## src/design/c3vb_pkg.sv

```systemverilog
// Package for the 3x3 two-channel convolution stream block.
// Holds widths, register index codes and the column and control types.
// Used by every module under design/.
package c3vb_pkg;

  localparam int MAX_WIDTH = 32;
  localparam int WIN = 3;

  localparam int PIX_W = 16;
  localparam int COEF_W = 16;
  localparam int PROD_W = PIX_W + COEF_W;
  localparam int PART_W = PROD_W + 3;
  localparam int TOTAL_W = PART_W + 2;
  localparam int VALUE_W = 40;
  localparam int SUM_W = VALUE_W + 1;
  localparam int COORD_W = 5;
  localparam int COL_W = $clog2(MAX_WIDTH);
  localparam int CNT_W = COL_W + 1;
  localparam int LW_W = 6;

  localparam int CFG_DATA_W = 48;
  localparam int CFG_IDX_W = 3;

  localparam int IN_TDATA_W = 32;
  localparam int OUT_TDATA_W = 56;
  localparam int ROW_LSB = VALUE_W;
  localparam int COL_LSB = VALUE_W + COORD_W;
  localparam int PAD_W = OUT_TDATA_W - VALUE_W - 2 * COORD_W;
  localparam int MAX_COORD = MAX_WIDTH - WIN;

  localparam logic [CFG_IDX_W-1:0] REG_COEF_A0 = 3'd0;
  localparam logic [CFG_IDX_W-1:0] REG_COEF_A1 = 3'd1;
  localparam logic [CFG_IDX_W-1:0] REG_COEF_A2 = 3'd2;
  localparam logic [CFG_IDX_W-1:0] REG_COEF_B0 = 3'd3;
  localparam logic [CFG_IDX_W-1:0] REG_COEF_B1 = 3'd4;
  localparam logic [CFG_IDX_W-1:0] REG_COEF_B2 = 3'd5;
  localparam logic [CFG_IDX_W-1:0] REG_BIAS = 3'd6;
  localparam logic [CFG_IDX_W-1:0] REG_LINE_WIDTH = 3'd7;

  localparam logic [LW_W-1:0] LINE_WIDTH_RESET = 6'd28;

  typedef logic [PIX_W-1:0] pix_t;
  typedef logic [COEF_W-1:0] coef_t;

  typedef struct packed {
    pix_t [WIN-1:0] a;
    pix_t [WIN-1:0] b;
  } pix_col_t;

  typedef struct packed {
    coef_t [WIN-1:0] a;
    coef_t [WIN-1:0] b;
  } coef_col_t;

  typedef struct packed {
    logic shift;
    logic step;
  } cell_ctl_t;

  typedef struct packed {
    logic [COORD_W-1:0] row;
    logic [COORD_W-1:0] col;
    logic last;
  } tag_t;

endpackage

```

## src/design/c3vb_line_store.sv

```systemverilog
// Two line stores of one channel, indexed by column.
// Depends on c3vb_pkg.
module c3vb_line_store (
  input  logic                     clk,
  input  logic                     wr,
  input  logic [c3vb_pkg::COL_W-1:0] col,
  input  c3vb_pkg::pix_t           pixel,
  output c3vb_pkg::pix_t           rd_older,
  output c3vb_pkg::pix_t           rd_newer
);

  c3vb_pkg::pix_t newer_row [c3vb_pkg::MAX_WIDTH];
  c3vb_pkg::pix_t older_row [c3vb_pkg::MAX_WIDTH];

  assign rd_older = older_row[col];
  assign rd_newer = newer_row[col];

  always_ff @(posedge clk) begin
    if (wr) begin
      older_row[col] <= newer_row[col];
      newer_row[col] <= pixel;
    end
  end

endmodule

```

## config.mk

```make
export PLATFORM = sky130hd
export DESIGN_NAME = c3vb_line_store
export DESIGN_NICKNAME = d
export VERILOG_FILES = /design/src/design/c3vb_pkg.sv /design/src/design/c3vb_line_store.sv
export SDC_FILE = /design/constraint.sdc
export NUM_CORES = 1
export LEC_CHECK = 0
export ABC_AREA = 1
export BUFFER_PORTS_ARGS = -buffer_cell sky130_fd_sc_hd__buf_2
export CAP_MARGIN = 15
export CORE_MARGIN = 5
export CORE_UTILIZATION = 45
export DETAILED_ROUTE_END_ITERATION = 8
export PLACE_DENSITY = 0.61
export SYNTH_ARGS = -nofsm -noshare
export SYNTH_HDL_FRONTEND = slang
export SYNTH_SLANG_ARGS = --single-unit
```

## constraint.sdc

```tcl
create_clock -name clk -period 3.85 [get_ports clk]
set_input_delay 0.1925 -clock clk [delete_from_list [all_inputs] [get_ports clk]]
set_output_delay 0.1925 -clock clk [all_outputs]
set_load 0.01 [all_outputs]
```

# Word level (Yosys, flattened, before mapping)

Memory sizes are Yosys's and may differ from the RTL's.
Cells that the tools add are included.

Bits in registers: 0
RAM bits: 1024
Input bits: 23
Output and inout bits: 32
Logic and storage cells: 4
Memories kept: 2

Muxes and demuxes: 2

Memory list:

| name      | words | bits a word | rd ports | clocked after memory_dff | write ports | RTL line              | text |
|---|---|---|---|---|---|---|---|
| newer_row | 32    | 16          | 1        | 0                        | 1           | c3vb_line_store.sv:12 | `c3vb_pkg::pix_t newer_row [c3vb_pkg::MAX_WIDTH];` |
| older_row | 32    | 16          | 1        | 0                        | 1           | c3vb_line_store.sv:13 | `c3vb_pkg::pix_t older_row [c3vb_pkg::MAX_WIDTH];` |

Operator list:

| kind   | number |
|---|---|
| $mux 1 | 2 |

# Longest topological paths before layout

Depth in word-level cells: 2
Depth in mapped cells: 11
Gate-level depth less buffers: 9

# Worst setup path before layout

No wires, ideal clock.

Kind: input-to-reg
Start: in col[1] (netlist bit)
End: mem newer_row[14][0] (netlist bit), enable pin
Library setup time: 422 ps
Arrival: 2417 ps
Required time: 3428 ps
Path slack: 1011 ps
Cell stages on the path: 5
Path buffers: 3
Path through: clkbuf_1 -> buf_2 -> buf_2 -> nand3_1 -> nor2_1

RTL lines:

| what               | RTL line              | text |
|---|---|---|
| start: declaration | c3vb_line_store.sv:6  | `input logic [c3vb_pkg::COL_W-1:0] col,` |
| end: declaration   | c3vb_line_store.sv:12 |  |

Straight into the memory's write port.

# Worst setup path after layout

Start: in col[0] (netlist bit)
End: out rd_newer[6]

Word-level cells in the longest chain between the ends: 1

RTL lines:

| what             | RTL line             | text |
|---|---|---|
| $mem_v2 32x16    | --                   |  |
| end: declaration | c3vb_line_store.sv:9 | `output c3vb_pkg::pix_t rd_newer` |

Every way passes these cells.

==> metrics <==
Sink Count 1,024; status finished clean; RSZ-0062 raised after global routing no; Pint between 15,000 and 20,000 µW; Peak Freq 337 MHz; syn avg cell area ~10 µm²; worst hold start pixel[1]; setup TNS 0 ns; top cell type's share of synthesized area 0.725; post-route clock period utilization 0.771; Hold Violations, Final 0; Row Count ~110; GPL Wtd Cong ~0.79; die height ~320 µm; Mapped Nets a little over 4k; Vias approximately 28k; Async SR Flop Fraction 0; Hold WS 0.0403 ns; Worst Path Required 3.66 ns; Final Power approximately 23,000 µW; biggest area consumer among synthesized cells edfxtp_1; mapped cell area about 42,000 µm²; CTS tree built; GRT Total Usage 0.231; die area between 100,000 and 150,000 µm²; Clock Latency Late Sink between 0.6 and 0.7 ns; Setup Buffers After CTS 0; Max clock buf depth 3; Setup crit start col[0]; number of global-route vias before repair between 20k and 30k; TritonCTS buffer count ~110; Startpoint Class input port; LEAKAGE 0.0203 µW; clock root buffer clkbuf_16; DP Wirelength ~63,000 µm; drt first pass iters 6; Die W ~320 µm; share of post-route cells with drive strength above 1 0.0860; critical path class input port to output pin; crit end category output pin; Post-synth top flop edfxtp_1; Comb power frac 0.065; Max H-tree Level 3; drt drc 0; Final Util 0.514; Seq pwr share 0.534; largest net degree at the start of global routing 130; worst slew pin tran between 0.8 and 0.9 ns; # IOs between 50 and 60; Clock Power Share 0.401; # nets final between 4k and 5k; cell with the most instances after synthesis nand2_1; Reg clk slew, reported paths 0.05 ns; Min Clock Period, post-route 2.97 ns; hold crit path type input port to flip-flop; Max Cap Viol 0; Synth warnings 0; Port Buf Inserts 54; antenna viol nets, final 0; power per cell area just under 500 nW/µm²; Post-Syn Instances between 4k and 5k; Area Overhead vs Synth 13.3%; Vias/cell approximately 5.2; sw frac 0.230; CORE AREA between 90,000 and 100,000 µm²; crit-path max FO 76; Switch Pwr approximately 5400 µW; Worst Path Arrival 2.78 ns; Routed WL between 100,000 and 150,000 µm; initial antenna violation count 5; top cells by area, synth edfxtp_1, nand2_1, buf_2; final slew viol count 0; final clock skew around 0.027 ns; final setup vio count 0; Seq/Total Area, Yosys 0.725; Yosys reg bits a little over 1k; first-pass GRT wire length between 150,000 and 200,000 µm; top post-synthesis cells by count nand2_1, edfxtp_1, nor2_1, clkbuf_1, buf_2; Synth cell types 12; grt ovf 0; wire per inst between 20 and 25 µm; reg2reg start newer_row[0][3]; Slew Limit Headroom 0.414; Initial Utilization 0.454; VDD IR max about 0.00043 V; starting DRC count in detailed routing 3,166; EDFF count, synth roughly 1.0k
==> cells by family after synthesis <==
| kind of cell | Yosys count | share of synthesized area |
|---|---|---|
| buffers and inverters | 207 | 0.0228 |
| DFF | 1024 | 0.725 |
| and+or+nand+nor | 2828 | 0.253 |
==> final cells by class <==
class	count	area [µm²]
Timing Repair Buffer	174	1590
Clock inverter	58	373
Multi-Input combinational cell	2828	11000
Fill cell	8257	45400
Sequential cell	1024	30700
Clock buffer	136	2770
Inverter	13	68.8
Antenna cell	1	2.50
Tap cell	1254	1570
==> cells in the final DEF, fill, tap and decap left out <==
cell           netlist  layout
buf_4                0      87
bufinv_16            0       2
nand2_1           2720    2720
clkbuf_1            84      30
inv_8                0       2
clkbuf_16            0     106
clkinv_2             0      23
edfxtp_1          1024    1024
inv_4                2       2
buf_12               0      32
buf_2               75      52
dlygate4sd3_1        0       1
diode_2              0       1
clkinv_1             0      26
buf_8                0       2
nor3_4               7       8
nor2_1              96      64
inv_2               11       9
nand3_1              4       4
nor2_4               0      32
clkinvlp_4           0       2
inv_16               0       3
clkinv_8             0       1
clkinv_4             0       1
==> flip-flops by register name, summed over array words and instances, names as in the netlist <==
| name | flops |
|---|---|
| older_row | 512 |
| newer_row | 512 |
==> power by group through the flow <==
stage | sequential [µW] | combinational, µW | clock, µW
2_1_floorplan | 12800 | 820 | 0
3_3_place_gp | 12800 | 1510 | 0
3_5_place_dp | 12800 | 1520 | 0
4_1_cts | 12500 | 1530 | 9560
5_1_grt | 12500 | 1670 | 10000
6_report | 12500 | 1520 | 9410
==> worst paths after layout <==
check                                    endpoint  slack (ns)  cells after the start
worst max register to register    older_row[0][3]        1.74                      9
worst min-delay path              newer_row[0][1]        0.04                      1
worst max-delay path                  rd_newer[6]        0.88                     13
worst min register to register  older_row[26][12]        1.21                      9
==> worst max-delay path, stage by stage <==
cell	delay [ns]
buf_8	0.19
inv_8	0.43
buf_4	0.50
nand2_1	0.11
nand2_1	0.08
nand2_1	0.05
nand2_1	0.08
nand2_1	0.05
nand2_1	0.06
nor2_1	0.06
nand2_1	0.24
buf_4	0.40
buf_2	0.21
==> timing repair <==
item | in CTS | in global routing
hold buffers | 1 | 0
gates resized for setup | 0 | 0
hold endpoints to repair | 32 | 0
==> metrics by stage <==
step | std cells | instance area [µm²] | worst slack [ns]
final | 5488 | 48100 | 0.881
after global routing | 5487 | 48100 | 0.741
after detailed placement | 5292 | 44900 | 0.944
after global placement | 5292 | 44900 | 0.955
after floorplan | 4059 | 42400 | 1.01
after CTS | 5487 | 48100 | 0.956
==> per-layer routing <==
layer / vias up / GRT usage / share of wire
met1: 13800 / 0.327 / 0.43
met2: 1085 / 0.363 / 0.46
met3: 216 / 0.0429 / 0.076
li1: 13300 / - / -
met5: - / 0 / 0
met4: 0 / 0.0788 / 0.035
(Power assumes the default switching activity.)
