## config.mk

```make
export PLATFORM = sky130hd
export DESIGN_NAME = c3vb_tap_cell
export DESIGN_NICKNAME = d
export VERILOG_FILES = /design/src/design/c3vb_pkg.sv /design/src/design/c3vb_tap_cell.sv
export SDC_FILE = /design/constraint.sdc
export NUM_CORES = 2
export LEC_CHECK = 0
export ABC_AREA = 1
export BUFFER_PORTS_ARGS = -buffer_cell sky130_fd_sc_hd__buf_4
export CAP_MARGIN = 15
export CORE_AREA = 2 2 364 637
export CTS_CLUSTER_DIAMETER = 50
export DETAILED_ROUTE_END_ITERATION = 8
export DIE_AREA = 0 0 366 639
export PLACE_DENSITY = 0.56
export SLEW_MARGIN = 20
export SYNTH_ARGS = -nofsm -noshare
export SYNTH_HDL_FRONTEND = slang
export SYNTH_SLANG_ARGS = --single-unit
```

## constraint.sdc

```tcl
create_clock -name clk -period 19.5 [get_ports clk]
set_clock_uncertainty 0.15 [all_clocks]
set_input_delay 3.9 -clock clk [delete_from_list [all_inputs] [get_ports clk]]
set_output_delay 3.9 -clock clk [all_outputs]
set_load 0.02 [all_outputs]
```

## src/design/c3vb_pkg.sv

```systemverilog
// Package for the 3x3 two-channel convolution stream block.
// Holds widths, register index codes and the column and control types.
// Used by every module under design/.
package c3vb_pkg;

  localparam int MAX_WIDTH = 32;
  localparam int WIN = 3;

  localparam int PIX_W = 16;
  localparam int COEF_W = 16;
  localparam int PROD_W = PIX_W + COEF_W;
  localparam int PART_W = PROD_W + 3;
  localparam int TOTAL_W = PART_W + 2;
  localparam int VALUE_W = 40;
  localparam int SUM_W = VALUE_W + 1;
  localparam int COORD_W = 5;
  localparam int COL_W = $clog2(MAX_WIDTH);
  localparam int CNT_W = COL_W + 1;
  localparam int LW_W = 6;

  localparam int CFG_DATA_W = 48;
  localparam int CFG_IDX_W = 3;

  localparam int IN_TDATA_W = 32;
  localparam int OUT_TDATA_W = 56;
  localparam int ROW_LSB = VALUE_W;
  localparam int COL_LSB = VALUE_W + COORD_W;
  localparam int PAD_W = OUT_TDATA_W - VALUE_W - 2 * COORD_W;
  localparam int MAX_COORD = MAX_WIDTH - WIN;

  localparam logic [CFG_IDX_W-1:0] REG_COEF_A0 = 3'd0;
  localparam logic [CFG_IDX_W-1:0] REG_COEF_A1 = 3'd1;
  localparam logic [CFG_IDX_W-1:0] REG_COEF_A2 = 3'd2;
  localparam logic [CFG_IDX_W-1:0] REG_COEF_B0 = 3'd3;
  localparam logic [CFG_IDX_W-1:0] REG_COEF_B1 = 3'd4;
  localparam logic [CFG_IDX_W-1:0] REG_COEF_B2 = 3'd5;
  localparam logic [CFG_IDX_W-1:0] REG_BIAS = 3'd6;
  localparam logic [CFG_IDX_W-1:0] REG_LINE_WIDTH = 3'd7;

  localparam logic [LW_W-1:0] LINE_WIDTH_RESET = 6'd28;

  typedef logic [PIX_W-1:0] pix_t;
  typedef logic [COEF_W-1:0] coef_t;

  typedef struct packed {
    pix_t [WIN-1:0] a;
    pix_t [WIN-1:0] b;
  } pix_col_t;

  typedef struct packed {
    coef_t [WIN-1:0] a;
    coef_t [WIN-1:0] b;
  } coef_col_t;

  typedef struct packed {
    logic shift;
    logic step;
  } cell_ctl_t;

  typedef struct packed {
    logic [COORD_W-1:0] row;
    logic [COORD_W-1:0] col;
    logic last;
  } tag_t;

endpackage

```

## src/design/c3vb_tap_cell.sv

```systemverilog
// One window column cell: holds a column of both channels, hands it to the
// next older cell and forms its registered share of the dot product.
// Depends on c3vb_pkg.
module c3vb_tap_cell (
  input  logic                              clk,
  input  c3vb_pkg::cell_ctl_t               ctl,
  input  c3vb_pkg::pix_col_t                col_in,
  input  c3vb_pkg::coef_col_t               coef,
  output c3vb_pkg::pix_col_t                col_out,
  output logic signed [c3vb_pkg::PART_W-1:0] partial
);

  c3vb_pkg::pix_col_t held;
  logic signed [c3vb_pkg::PROD_W-1:0] prod_a [c3vb_pkg::WIN];
  logic signed [c3vb_pkg::PROD_W-1:0] prod_b [c3vb_pkg::WIN];
  logic signed [c3vb_pkg::PART_W-1:0] partial_next;

  assign col_out = held;

  always_ff @(posedge clk) begin
    if (ctl.shift) begin
      held <= col_in;
    end
  end

  always_ff @(posedge clk) begin
    if (ctl.step) begin
      for (int m = 0; m < c3vb_pkg::WIN; m++) begin
        prod_a[m] <= $signed(held.a[m]) * $signed(coef.a[m]);
        prod_b[m] <= $signed(held.b[m]) * $signed(coef.b[m]);
      end
    end
  end

  always_comb begin
    partial_next = '0;
    for (int m = 0; m < c3vb_pkg::WIN; m++) begin
      partial_next = partial_next + c3vb_pkg::PART_W'(prod_a[m])
                     + c3vb_pkg::PART_W'(prod_b[m]);
    end
  end

  always_ff @(posedge clk) begin
    if (ctl.step) begin
      partial <= partial_next;
    end
  end

endmodule

```

* Yosys cells after proc, flatten, opt, wreduce, memory -nomap -nowiden
Memory sizes are Yosys's and may differ from the RTL's.
Cells that the tools add are included.
** Storage, ports and cells
- Bits in registers :: 131
- Memory bits (writable) :: 192
- Input bits :: 195
- Output and inout bits :: 131
- Logic and storage cells :: 22
- Memories :: 2
** Memory list
- prod_a :: depth 3, bits a word 32, rd ports 3, clocked after Yosys merged registers in 0, wr ports 3, line c3vb_tap_cell.sv:14 : logic signed [c3vb_pkg::PROD_W-1:0] prod_a [c3vb_pkg::WIN];
- prod_b :: depth 3, bits a word 32, rd ports 3, clocked after Yosys merged registers in 0, wr ports 3, line c3vb_tap_cell.sv:15 : logic signed [c3vb_pkg::PROD_W-1:0] prod_b [c3vb_pkg::WIN];
** Cells by class
- $add $sub $neg :: 5
- $mul :: 6
- Mux-type cells :: 2
** Operators with widths (number)
- $mul 16x16->32 :: 6
- $add 35x32->35 :: 2
- $add 34x32->35 :: 1
- $add 33x32->34 :: 1
- $add 32x32->33 :: 1
- $mux 1 :: 2

* Longest topological paths before layout
- Depth in word-level cells :: 5
- Depth in mapped cells :: 28
- Gate-level depth less buffers :: 26

* Worst setup path after synthesis
Ideal clock, no wire load.
- Path kind :: in2reg
- Start :: input port coef[6] (netlist bit)
- End :: memory prod_b[0][30] (netlist bit) (data pin)
- Library setup time :: 252 ps
- Data arrival time :: 8987 ps
- Data required time :: 19098 ps
- Path slack :: 10111 ps
- Stages :: 23
- Path buffers :: 2
- Path through :: clkbuf_1 > clkbuf_1 > nand2_1 > fa_1 > inv_1 > fa_1 > inv_1 > fa_1 > fa_1 > inv_1 > fa_1 > inv_1 > fa_1 > inv_1 > ha_1 > nand2_1 > inv_1 > nand2_1 > nor3_1 > and2_1 > nand2_1 > nand3_1 > nand2_1
** RTL lines
- start: declaration :: line c3vb_tap_cell.sv:8 : input c3vb_pkg::coef_col_t coef,
- end: declaration :: line c3vb_tap_cell.sv:15

==> out/results.tsv <==
metric	value	unit
Max Freq	0.1079	GHz
worst reg2reg setup slack	12.76	ns
Yosys warnings	0	
# Post-CTS Setup Buffers	0	
Nets	12290	
RSZ-0062 raised after global routing	no	
die area	233900	sq um
share of the synthesized area in the top cell type	42.78	%
area of the multi-input gates	56920	sq um
Num CTS Buffers	55	
Async SR Flop Fraction	0	%
clk sinks	323	
CTS tree	built	
Area Growth Syn to Fin	8.814	%
die span in y	639	um
Syn Nets	12240	
DR WL/cell	18.48	um
Final Setup Violations	0	
Worst-path clk slew	0.06	ns
ordered cell list for the critical path	buf_4, nand2_1, inv_1, fa_1, fa_1, inv_1, fa_1, fa_1, fa_1, fa_1, inv_1, ha_1, nand2_1, nor2_1, inv_1, nor2_1, nand4_1, nand3b_1, xor2_1	
clock latency on the worst-skew pair	0.73	ns
Post-DP HPWL	206600	um
total gr overflow	0	
Top cell by count, worst path	fa_1	
Resize count post-CTS	0	
Layout Utilization	37.82	%
Syn Inst Count	9815	
input/output buffers	325	
I/O pins	326	
max incr delay on CP	0.86	ns
drt drc	0	
leading cell type in the layout, fill and taps excluded	inv_1	
largest area contributor in the netlist	fa_1	
Seq/Total Area, Yosys	12.18	%
status	completed	
initial antenna violation count	5	
H-tree Lvls	2	
Tcrit/Tclk final	47.54	%
Required @ worst endpoint	19.83	ns
most frequent cells in the layout	3123 x inv_1, 2585 x nand2_1, 1702 x fa_1, 525 x ha_1, 344 x buf_4	
synth top area cells	fa_1 43%, inv_1 15%, nand2_1 12%	
Core Area	229100	sq um
syn avg cell area	8.115	sq um
CP endpoint kind	flop	
Least-Margin Pin Slew	1.037	ns
first-pass GRT wire length	376500	um
pin count of the biggest net entering global routing	95	
peak fanout along the critical path	16	
via count	60370	
Root Buffer	clkbuf_16	
CP delay by family, top	adder cells	
TritonRoute pass-1 iters	7	
Main synth FF type	edfxtp_1	
flip-flop and latch area	9699	sq um
# rows	233	
gpl congestion	0.9658	
Final min period	9.270	ns
number of flops mapped to enable cells by yosys	323	
critical path arrival	9.60	ns
Critical-path top delay cell	fa_1	
post-synthesis instance area	79650	sq um
Distinct cells, synth	33	
Crit Path Category	in -> reg	
setup TNS	0	ns
worst rel slew slack	30.88	%
max cap viols	0	
critical path startpoint category	input port	
DR vias/cell	4.653	
initial drt markers	3077	
effective utilization at floorplan	34.76	%
CP Buf/Inv Count	5	
total track usage	20.94	%
HP Class	reg -> reg	
fin. max-slew vios	0	
final wirelength	239800	um
# hold bufs at CTS	0	
final hold viol count	0	
clk buf depth	3	
vias in the first global route	67440	
DRT antenna net count	0	
layout cells sized above 1	5.334	%
Seq cells post-synth	323	
Die W	366	um
fillcell total	23700	
==> routing by layer <==
metal | vias to the layer above | wire length, um | track usage [%]
met2 | 1591 | 135500 | 41.75
met5 | - | 12 | 0
met3 | 559 | 8635 | 1.849
li1 | 27880 | - | -
met4 | 2 | 13390 | 10.38
met1 | 30340 | 82270 | 21.48
==> worst paths after layout <==
check / from / endpoint / depth (start not counted)
setup / recovery: coef[1] / prod_b[0][23] / 19
hold / removal: prod_a[0][32] / partial[0] / 2
setup reg to reg: col_out[31] / prod_b[0][57] / 17
hold reg to reg: prod_a[0][32] / partial[0] / 2
==> per-stage QoR <==
step	hold WS, ns	setup WS [ns]	instance area, sq um	instances
after floorplan	0.5303	10.11	79650	9815
after global placement	0.6198	9.542	84780	12870
after detailed placement	0.6173	9.551	84780	12870
after CTS	0.6296	10.29	86660	12970
after global routing	0.6543	10.04	86670	12980
final	0.6141	10.23	86670	12980
==> flip-flops by register name (all words and copies together) (netlist names) <==
| name | flops |
|---|---|
| col_out | 96 |
| prod_a | 96 |
| prod_b | 96 |
| partial | 35 |
==> layout make-up <==
type	instances	share of cell area, %
Inverter	3126	13.54
Tap cell	3055	4.410
Sequential cell	323	11.19
Clock inverter	46	0.5775
Timing Repair Buffer	346	3.010
Clock buffer	56	1.592
Multi-Input combinational cell	6020	65.67
Antenna cell	3	0.008662
==> cell families (layout without fill, tap and decap cells) <==
family | count (synthesis) | count (layout) | synth area share (%)
adder cells (fa/ha/maj) | 2227 | 2227 | 51.02
other | 0 | 3 | 0
AND/OR/NAND/NOR | 3328 | 3328 | 16.76
buffers and inverters | 3472 | 3574 | 16.36
AO/OA/AOI/OAI | 334 | 334 | 2.232
flip-flops | 323 | 323 | 12.18
XOR/XNOR | 131 | 131 | 1.440
==> cell usage after synthesis (26+ instances only) <==
library cell	number
nand3_1	204
xor2_1	112
nor2_1	310
nand2_1	2585
clkbuf_1	342
fa_1	1702
nand4_1	70
nor2_2	26
a21oi_1	198
edfxtp_1	323
o21ai_0	91
nor3_1	44
inv_1	3123
ha_1	525
or2_2	28
==> worst min-delay path, cell delays in order, from the launching register on <==
cell and delay [ns]:
edfxtp_1 0.36, fa_1 0.17, ha_1 0.13
Power is left out: the tool's default activity adds up to more than one toggle a clock period on the data nets, which glitch-free logic cannot reach.
